## src/hdl/sdm_pkg.sv

```systemverilog
// Package for the set difference block: sizes, payload structs and the
// links that pass between neighbouring cells of the compare chain.
// No dependencies.
package sdm_pkg;

   // Store depth in pairs and width of one value.
   localparam int MAX_PAIRS  = 32;
   localparam int VALUE_BITS = 16;

   // Cell index and pair count widths.
   localparam int IDX_BITS = (MAX_PAIRS > 1) ? $clog2(MAX_PAIRS) : 1;
   localparam int CNT_BITS = $clog2(MAX_PAIRS + 1);

   // Controller state codes.
   localparam logic [1:0] ST_LOAD  = 2'd0;
   localparam logic [1:0] ST_CMP   = 2'd1;
   localparam logic [1:0] ST_SCAN  = 2'd2;
   localparam logic [1:0] ST_FLUSH = 2'd3;

   typedef logic signed [VALUE_BITS-1:0] value_type;

   // One input transfer.
   typedef struct packed {
      value_type a_value;
      value_type b_value;
      logic      last_pair;
   } req_type;

   // One result transfer.
   typedef struct packed {
      value_type kept_value;
      value_type min_kept;
      logic      final_result;
      logic      empty_set;
      logic      overflowed;
   } rsp_type;

   // List A element as it moves towards the head of the chain.
   typedef struct packed {
      value_type a;
      logic      valid;
      logic      hit;
   } a_link_type;

   // List B element as it rotates around the chain.
   typedef struct packed {
      value_type b;
      logic      valid;
   } b_link_type;

   // Controls shared by every cell.
   typedef struct packed {
      logic clear;
      logic compare;
      logic shift;
   } cell_ctrl_type;

endpackage

```

## src/hdl/sdm_cell.sv

```systemverilog
// One cell of the compare chain: holds one A element with its hit flag and
// one B element. Depends on sdm_pkg.
module sdm_cell import sdm_pkg::*; (
   input  logic          clock,
   input  logic          reset,
   input  cell_ctrl_type ctrl,
   input  logic          load_en,
   input  value_type     load_a,
   input  value_type     load_b,
   input  b_link_type    b_prev,
   input  a_link_type    a_next,
   output b_link_type    b_out,
   output a_link_type    a_out
);

   a_link_type a_ff, a_in;
   b_link_type b_ff, b_in;

   // Next state: clear, load, compare with rotation of B, or shift of A.
   always_comb begin
      a_in = a_ff;
      b_in = b_ff;
      if (ctrl.clear) begin
         a_in.valid = 1'b0;
         a_in.hit   = 1'b0;
         b_in.valid = 1'b0;
      end else if (load_en) begin
         a_in.a     = load_a;
         a_in.valid = 1'b1;
         a_in.hit   = 1'b0;
         b_in.b     = load_b;
         b_in.valid = 1'b1;
      end else if (ctrl.compare) begin
         a_in.hit = a_ff.hit | (b_ff.valid & (b_ff.b == a_ff.a));
         b_in     = b_prev;
      end else if (ctrl.shift) begin
         a_in = a_next;
      end
   end

   // Valid and hit flags are reset; the values need none.
   always_ff @(posedge clock) begin
      if (reset) begin
         a_ff.valid <= 1'b0;
         a_ff.hit   <= 1'b0;
         b_ff.valid <= 1'b0;
      end else begin
         a_ff.valid <= a_in.valid;
         a_ff.hit   <= a_in.hit;
         b_ff.valid <= b_in.valid;
      end
      a_ff.a <= a_in.a;
      b_ff.b <= b_in.b;
   end

   assign a_out = a_ff;
   assign b_out = b_ff;

endmodule

```

## src/hdl/set_difference_with_min.sv

```systemverilog
// Set difference with minimum: pairs load into a chain of MAX_PAIRS cells, B rotates
// past every A, then A shifts out of the head.
// One pair is taken per cycle while loading.
// Synchronous reset empties the chain and clears the count and overflow flag.
// Depends on sdm_pkg and sdm_cell.
module set_difference_with_min import sdm_pkg::*; (
   input  logic    clock,
   input  logic    reset,
   input  logic    req_valid,
   output logic    req_ready,
   input  req_type req_data,
   output logic    rsp_valid,
   input  logic    rsp_ready,
   output rsp_type rsp_data
);

   logic [1:0]          state_ff, state_in;
   logic [CNT_BITS-1:0] pair_count_ff, pair_count_in;
   logic                ovf_ff, ovf_in;
   logic [IDX_BITS-1:0] step_ff, step_in;
   logic                pend_ff, pend_in;
   value_type           pend_val_ff, pend_val_in;
   value_type           min_ff, min_in;
   logic                rsp_valid_ff, rsp_valid_in;
   rsp_type             rsp_data_ff, rsp_data_in;

   cell_ctrl_type       ctrl;
   logic                req_xfer, load_go, out_free, step_last;
   logic [MAX_PAIRS-1:0] load_en;
   a_link_type          a_link [MAX_PAIRS];
   b_link_type          b_link [MAX_PAIRS];
   a_link_type          head;
   logic                keep;

   assign req_ready = (state_ff == ST_LOAD);
   assign req_xfer  = req_valid & req_ready;
   assign load_go   = req_xfer & (pair_count_ff < CNT_BITS'(MAX_PAIRS));
   assign out_free  = ~rsp_valid_ff | rsp_ready;
   assign step_last = (step_ff == IDX_BITS'(MAX_PAIRS - 1));
   assign head      = a_link[0];
   assign keep      = head.valid & ~head.hit;

   // Chain of cells; B rotates in a ring, A shifts towards cell 0.
   for (genvar i = 0; i < MAX_PAIRS; i++) begin : g_cell
      b_link_type b_prev;
      a_link_type a_next;

      assign load_en[i] = load_go & (pair_count_ff[IDX_BITS-1:0] == IDX_BITS'(i));
      assign b_prev     = (i == 0) ? b_link[MAX_PAIRS-1] : b_link[(i + MAX_PAIRS - 1) % MAX_PAIRS];
      if (i == MAX_PAIRS - 1) begin : g_tail
         assign a_next = '0;
      end else begin : g_body
         assign a_next = a_link[i + 1];
      end

      sdm_cell u_cell (
         .clock   (clock),
         .reset   (reset),
         .ctrl    (ctrl),
         .load_en (load_en[i]),
         .load_a  (req_data.a_value),
         .load_b  (req_data.b_value),
         .b_prev  (b_prev),
         .a_next  (a_next),
         .b_out   (b_link[i]),
         .a_out   (a_link[i])
      );
   end

   // Sequencer: load, compare, scan out the survivors, then the final result.
   always_comb begin
      state_in      = state_ff;
      pair_count_in = pair_count_ff;
      ovf_in        = ovf_ff;
      step_in       = step_ff;
      pend_in       = pend_ff;
      pend_val_in   = pend_val_ff;
      min_in        = min_ff;
      rsp_valid_in  = rsp_valid_ff & ~rsp_ready;
      rsp_data_in   = rsp_data_ff;
      ctrl          = '0;

      unique case (state_ff)
         ST_LOAD: begin
            if (req_xfer) begin
               if (load_go) begin
                  pair_count_in = pair_count_ff + CNT_BITS'(1);
               end else begin
                  ovf_in = 1'b1;
               end
               if (req_data.last_pair) begin
                  state_in = ST_CMP;
                  step_in  = '0;
               end
            end
         end
         ST_CMP: begin
            ctrl.compare = 1'b1;
            step_in      = step_ff + IDX_BITS'(1);
            if (step_last) begin
               state_in = ST_SCAN;
               step_in  = '0;
            end
         end
         ST_SCAN: begin
            // A survivor behind a pending one needs the output register.
            if (!(keep && pend_ff && !out_free)) begin
               ctrl.shift = 1'b1;
               step_in    = step_ff + IDX_BITS'(1);
               if (keep) begin
                  if (pend_ff) begin
                     rsp_valid_in             = 1'b1;
                     rsp_data_in.kept_value   = pend_val_ff;
                     rsp_data_in.min_kept     = '0;
                     rsp_data_in.final_result = 1'b0;
                     rsp_data_in.empty_set    = 1'b0;
                     rsp_data_in.overflowed   = ovf_ff;
                  end
                  pend_in     = 1'b1;
                  pend_val_in = head.a;
                  if (!pend_ff || (head.a < min_ff)) begin
                     min_in = head.a;
                  end
               end
               if (step_last) begin
                  state_in = ST_FLUSH;
               end
            end
         end
         ST_FLUSH: begin
            if (out_free) begin
               rsp_valid_in             = 1'b1;
               rsp_data_in.kept_value   = pend_ff ? pend_val_ff : '0;
               rsp_data_in.min_kept     = pend_ff ? min_ff : '0;
               rsp_data_in.final_result = 1'b1;
               rsp_data_in.empty_set    = ~pend_ff;
               rsp_data_in.overflowed   = ovf_ff;
               ctrl.clear               = 1'b1;
               pair_count_in            = '0;
               ovf_in                   = 1'b0;
               pend_in                  = 1'b0;
               state_in                 = ST_LOAD;
            end
         end
         default: begin
            state_in = ST_LOAD;
         end
      endcase
   end

   // Control registers are reset; values and the result payload are not.
   always_ff @(posedge clock) begin
      if (reset) begin
         state_ff      <= ST_LOAD;
         pair_count_ff <= '0;
         ovf_ff        <= 1'b0;
         step_ff       <= '0;
         pend_ff       <= 1'b0;
         rsp_valid_ff  <= 1'b0;
      end else begin
         state_ff      <= state_in;
         pair_count_ff <= pair_count_in;
         ovf_ff        <= ovf_in;
         step_ff       <= step_in;
         pend_ff       <= pend_in;
         rsp_valid_ff  <= rsp_valid_in;
      end
      pend_val_ff <= pend_val_in;
      min_ff      <= min_in;
      rsp_data_ff <= rsp_data_in;
   end

   assign rsp_valid = rsp_valid_ff;
   assign rsp_data  = rsp_data_ff;

   // The pair count never passes the store depth.
   a_count_range: assert property (@(posedge clock) disable iff (reset)
      pair_count_ff <= CNT_BITS'(MAX_PAIRS))
      else $error("pair count beyond store depth");

   // An empty result is always the final one and carries zero values.
   a_empty_final: assert property (@(posedge clock) disable iff (reset)
      (rsp_valid && rsp_data.empty_set) |->
         (rsp_data.final_result && rsp_data.kept_value == '0 && rsp_data.min_kept == '0))
      else $error("empty result is not a clean final result");

   // Only the final result carries a minimum.
   a_min_final: assert property (@(posedge clock) disable iff (reset)
      (rsp_valid && !rsp_data.final_result) |-> (rsp_data.min_kept == '0))
      else $error("minimum on a non-final result");

   // Completing a run leaves the count and overflow flag clear for the next list.
   a_run_end: assert property (@(posedge clock) disable iff (reset)
      (state_ff == ST_FLUSH && out_free) |=> (pair_count_ff == '0 && !ovf_ff && req_ready))
      else $error("run did not restart cleanly");

endmodule

```

## config.mk

```make
export PLATFORM = sky130hd
export DESIGN_NAME = set_difference_with_min
export DESIGN_NICKNAME = d
export VERILOG_FILES = /design/src/hdl/sdm_pkg.sv /design/src/hdl/sdm_cell.sv /design/src/hdl/set_difference_with_min.sv
export SDC_FILE = /design/constraint.sdc
export NUM_CORES = 2
export LEC_CHECK = 0
export BUFFER_PORTS_ARGS = -buffer_cell sky130_fd_sc_hd__buf_2
export CORE_MARGIN = 2
export CORE_UTILIZATION = 45
export CTS_CLUSTER_SIZE = 40
export DETAILED_ROUTE_END_ITERATION = 12
export GPL_TIMING_DRIVEN = 0
export PLACE_DENSITY = 0.71
export SLEW_MARGIN = 10
export SYNTH_ARGS = -nofsm -noshare
export SYNTH_HDL_FRONTEND = slang
export SYNTH_SLANG_ARGS = --single-unit
```

## constraint.sdc

```tcl
create_clock -name clock -period 8.9 [get_ports clock]
set_clock_uncertainty 0.05 [all_clocks]
set_input_delay 0.89 -clock clock [delete_from_list [all_inputs] [get_ports clock]]
set_output_delay 0.89 -clock clock [all_outputs]
set_load 0.02 [all_outputs]
```

## After elaboration in Yosys (flattened, before gate mapping)

Cells that the tools add are included.

| cells by class | value |
|---|---|
| order comparisons | 2 |
| $add $sub $neg | 2 |
| bitwise logic cells | 107 |
| equality and inequality tests | 109 |
| muxes and demuxes | 232 |
| reduce and logical (&&, ||, !) cells | 212 |

Operators with widths:

| cell | number |
|---|---|
| $mux W17 | 96 |
| $mux W18 | 64 |
| $eq A16 B16 Y1 | 32 |
| $mux W35 | 4 |
| $reduce_bool A2 Y1 | 67 |
| $reduce_and A2 Y1 | 64 |
| $reduce_and A3 Y1 | 33 |
| $reduce_or A3 Y1 | 32 |
| $eq A5 B5 Y1 const B | 17 |
| $ne A2 B1 Y1 const B | 35 |
| $pmux W35 S2 | 1 |
| $and A1 B1 Y1 | 68 |
| $mux W1 | 46 |
| $eq A5 B4 Y1 const B | 8 |
| $or A1 B1 Y1 | 33 |
| $mux W16 | 2 |
| $eq A5 B3 Y1 const B | 4 |
| $mux W5 | 4 |
| $reduce_and A4 Y1 | 5 |
| $mux W6 | 3 |
| $lt A16 B16 Y1 | 1 |
| $pmux W5 S3 | 1 |
| $ne A2 B2 Y1 const B | 7 |
| $mux W2 | 6 |
| other kinds (20) | 31 |

| storage, ports and cells | value |
|---|---|
| bits in registers | 1,203 |
| logic and storage cells | 837 |

## Depth between registers and ports, before layout

| depth | value |
|---|---|
| depth after elaboration | 9 |
| depth in mapped cells | 10 |

## Modules after synthesis

A second synthesis with hierarchy kept.

| second synthesis, totals | value |
|---|---|
| cells, all modules | 3,787 |
| area, all modules | 57,801.7 um2 |

Modules (own cells, without submodules):

| module | times used | cells each | sequential area each (um2) | area each (um2) |
|---|---|---|---|---|
| sdm_cell | 32 | 108 | 1,021.0 | 1,684.1 |
| set_difference_with_min | 1 | 331 | 2,332.2 | 3,910.0 |

## Least setup slack after synthesis

Ideal clock, no wire load.

| timing path | value |
|---|---|
| path type | input to register |
| start | input rsp_ready |
| end | register min_ff[0], enable pin |
| stages | 4 |
| data required time | 8.455 ns |
| setup time | 0.395 ns |
| data arrival time | 2.937 ns |
| buffers on the path | 0 |
| path slack | 5.518 ns |
| cell sequence | nor2b_1 -> a21oi_1 -> o211ai_1 -> o22ai_1 |

| between the ends | value |
|---|---|
| cells in the longest elaborated chain, start to end | 5 |

Ends and longest elaborated chain:

| element | line | RTL |
|---|---|---|
| from (decl) | set_difference_with_min.sv:13 | `input logic rsp_ready,` |
| $or A1 B1 Y1 | set_difference_with_min.sv:38 | `assign out_free = ~rsp_valid_ff \| rsp_ready;` |
| $logic_not A1 Y1 | set_difference_with_min.sv:107 | `if (!(keep && pend_ff && !out_free)) begin` |
| $logic_and A1 B1 Y1 | set_difference_with_min.sv:107 |  |
| $not A1 Y1 (no line) | n/a |  |
| $reduce_and A4 Y1 (no line) | n/a |  |
| to (signal assigned) | set_difference_with_min.sv:169 | `min_ff <= min_in;` |
| to (decl) | set_difference_with_min.sv:23 | `value_type min_ff, min_in;` |

Every way passes these cells.
A chain may end at the register's enable or synchronous reset.

## Worst setup path after layout

| timing path | value |
|---|---|
| start | register state_ff[0] |
| end | register g_cell[19].u_cell.a_ff (netlist bit g_cell[19].u_cell.a_out[0]) |

| between the ends | value |
|---|---|
| cells in the longest elaborated chain, start to end | 5 |

Ends and longest elaborated chain:

| element | line | RTL |
|---|---|---|
| from (decl) | set_difference_with_min.sv:17 | `logic [1:0] state_ff, state_in;` |
| from (signal assigned) | set_difference_with_min.sv:161 | `state_ff <= state_in;` |
| $logic_not A2 Y1 | set_difference_with_min.sv:35 | `assign req_ready = (state_ff == ST_LOAD);` |
| $and A1 B1 Y1 | set_difference_with_min.sv:36 | `assign req_xfer = req_valid & req_ready;` |
| $and A1 B1 Y1 | set_difference_with_min.sv:37 | `assign load_go = req_xfer & (pair_count_ff < CNT_BITS'(MAX_PAIRS));` |
| $and A1 B1 Y1 | set_difference_with_min.sv:48 | `assign load_en[i] = load_go & (pair_count_ff[IDX_BITS-1:0] == IDX_BITS'(i));` |
| $reduce_or A3 Y1 (no line) | n/a |  |
| to (decl) | sdm_cell.sv:16 | `a_link_type a_ff, a_in;` |

Parallel ways exist; a longest one is shown, timed or not.

==> qor.yml <==
pwr:
  swShare: 0.307
  p_seq_frac: 0.498
  pwr_density_cell_nw_per_um2: 291
  p_switching_w: 0.00572
  internal_power_w: 0.0129
  power.share.clock: 0.281
  p_leak_nw: 22.1
  combPwrFrac: 0.222
  vdd_drop_max_uv: 186
sta:
  setup_viol: 0
  fmax_mhz: 229
  post-route-min-period_ps: 4380
  slew_viol_final: 0
  post-route-period-util: 0.492
  setup_slack_ps: 4520
  worstMarginPinSlew_ps: 1420
  holdWs_ps: 414
  fin_tns_setup_ps: 0
  grt_setup_unrepaired: "false"
  relSlewSlack: 0.0499
  hold_viol_final: 0
detailed_routing:
  first_pass_iters: 6
  drc: 0
  avgRoutedWirePerCell_um: 29.2
  drt-total-wl_mm: 169
  num_vias: 34300
  ant_nets: 0
  drt_iter0_drc: 4492
  via_per_inst: 5.93
worst_setup_path:
  cp.buffers_inverters: 2
  cp.arrival_ps: 4950
  path_delay_family: "simple AND/OR/NAND/NOR gates"
  critPathCaptureType: "flip-flop"
  crit_slowest_cell: "nor3_2"
  required_ps: 9480
  slowest_delay_ps: 1220
  crit_path_start_kind: "flip-flop"
  worstPathMaxFanout: 10
  crit_chain: "ha_1 > clkinv_1 > nor3_2 > clkbuf_1 > nand4_1 > o21ai_0"
  critPathKind: "flip-flop to flip-flop"
outcome:
  status: "finished, final reports clean"
die:
  core_sq_um: 125000
  fp.dieArea_sq_um: 129000
  die_y_um: 359
  die-width_um: 359
  pin_count: 74
  initial_core_util: 0.453
  row_count: 130
logic_synthesis:
  synth-compound-area-share: 0.0200
  synthMuxAreaShare: 0.212
  synthXorXnorAreaFrac: 0.0789
  ys_ff_latch: 1203
  synth_area_per_cell_sq_um: 15.0
  yosysSeqAreaShare: 0.616
  async_flop_share: 0
  post_synth_and_or_nand_nor_area_fraction: 0.0436
  yosys.area.top_type: "edfxtp_1"
  synthAdderAreaFrac: 0.00617
  synth_area_leaders: "edfxtp_1 (58%), mux2_2 (20%), xor2_1 (7.4%)"
  yosysMostFrequentCell: "edfxtp_1"
  synth_cell_type_count: 50
  synth_top_area_frac: 0.577
  yosys_warnings: 0
  synth_top_family_by_area: "multiplexers"
  syn-instance-count: 3779
  synth_common_cells: "edfxtp_1 (1091), mux2_2 (1034), xor2_1 (480)"
  syn_area_sq_um: 56800
  syn_nets: 3844
  synth-edff-count: 1091
  ys.flop_type: "edfxtp_1"
final_layout:
  fillCellCount: 10300
  fin_util: 0.512
  synthToLayoutAreaGrowth_pct: 12.9
  nNetsFinal: 4091
  stdcell_area_sq_um: 64200
  drive_gt1_frac: 0.378
grt:
  grt-ovfl-total: 0
  first_global_vias: 34000
  grt.total_usage: 0.256
  antenna_found_initial: 10
  grt_pass1_wl_mm: 241
  grt_max_degree: 31
cts:
  h-tree-depth: 3
  clk-insertion-delay-late_ps: 740
  tritoncts: "built"
  ctsResizeCount: 0
  cts_root_buf: "clkbuf_16"
  ctsHoldBuffers: 0
  clock_path_buffers: 3
  cts_buffers: 121
  cts_setup_buffers: 0
  clk_pin_slew_ps: 70
  clkSinkCount: 1203
place:
  dp_slack_ps: 4460
  postPlaceCellArea_sq_um: 60100
  io_buffers: 72
  gp_congestion: 0.980
  dp_hpwl_mm: 124
flow_run:
  cap_violations: 0
hold_path:
  hold_class: "flip-flop to flip-flop"
[flip-flops by register name (all words and copies together) (netlist names)]
signal	count
g_cell.u_cell.a_out	576
g_cell.u_cell.b_out	544
min_ff	16
ovf_ff	1
pair_count_ff	6
pend_ff	1
pend_val_ff	16
rsp_data	35
rsp_valid	1
state_ff	2
step_ff	5
[layout make-up]
cell class	count	area, sq um	share of cell area
Antenna cell	4	10.0	0.000156
Tap cell	1650	2060	0.0322
Clock buffer	176	3570	0.0556
Inverter	27	101	0.00158
Clock inverter	53	457	0.00712
Multi-Input combinational cell	2272	20800	0.324
Timing Repair Buffer	124	962	0.0150
Buffer	277	1220	0.0190
Sequential cell	1203	35000	0.546
[placed cells by master, fill, tap and decap left out, types with 19 or more instances in the layout]
| cell type | instances |
|---|---|
| ha_1 | 28 |
| inv_1 | 26 |
| nand3_1 | 36 |
| xor2_1 | 480 |
| clkbuf_16 | 129 |
| nor2_1 | 22 |
| clkbuf_1 | 155 |
| a31oi_1 | 33 |
| dfxtp_1 | 112 |
| nand4_1 | 67 |
| clkinv_2 | 23 |
| nor3_1 | 38 |
| buf_6 | 49 |
| buf_2 | 211 |
| nand2_1 | 100 |
| and3_1 | 38 |
| clkinv_1 | 19 |
| o21ai_0 | 35 |
| a21oi_2 | 62 |
| a21oi_1 | 53 |
| xnor2_1 | 32 |
| nor4_1 | 98 |
| mux2_2 | 1034 |
| edfxtp_1 | 1091 |
| mux2i_1 | 34 |
[tightest hold or removal path: stages, from the launching register on]
cell	delay, ps
dfxtp_1	310
nand2_1	70
a31oi_1	70
[kinds of logic after synthesis]
| family | count (synthesis) |
|---|---|
| and+or+nand+nor | 452 |
| adders and majority gates | 28 |
| xor gates and xnor gates | 512 |
| DFF | 1203 |
| AOI/OAI and AO/OA | 208 |
| muxes | 1072 |
| buffers and inverters | 304 |
[power by group through the flow]
stage | Sequential (W) | Combinational (W) | Clock [W]
global placement | 0.00940 | 0.00371 | 0
global route | 0.00939 | 0.00439 | 0.00547
floorplan | 0.00891 | 0.00266 | 0
detailed placement | 0.00935 | 0.00405 | 0
finish | 0.00929 | 0.00414 | 0.00525
CTS | 0.00925 | 0.00410 | 0.00526
[per-stage QoR]
step,cells,total power (W)
after floorplan,3779,0.0116
after global placement,5501,0.0131
after detailed placement,5553,0.0134
after CTS,5782,0.0186
after global routing,5782,0.0192
final,5786,0.0187
[per-layer routing]
metal,track usage,vias up,wire [um]
met1,0.346,17400,68300
met5,0,-,23
met2,0.410,1748,78400
met3,0.0452,346,15000
met4,0.102,2,7150
li1,-,14800,-
[path summary, 6_finish.rpt]
| kind | startpoint | slack (ps) | end | cells after the start |
|---|---|---|---|---|
| min | g_cell[6].u_cell.a_out[1]$_SDFFE_PP0P_ | 410 | g_cell[5].u_cell.a_out[1]$_SDFFE_PP0P_ | 2 |
| min reg2reg | g_cell[6].u_cell.a_out[1]$_SDFFE_PP0P_ | 410 | g_cell[5].u_cell.a_out[1]$_SDFFE_PP0P_ | 2 |
| max reg2reg | state_ff[0]$_SDFFE_PP0P_ | 4520 | g_cell[19].u_cell.a_out[0]$_SDFFE_PP0P_ | 6 |
| max | state_ff[0]$_SDFFE_PP0P_ | 4520 | g_cell[19].u_cell.a_out[0]$_SDFFE_PP0P_ | 6 |
(Power assumes the default switching activity.)
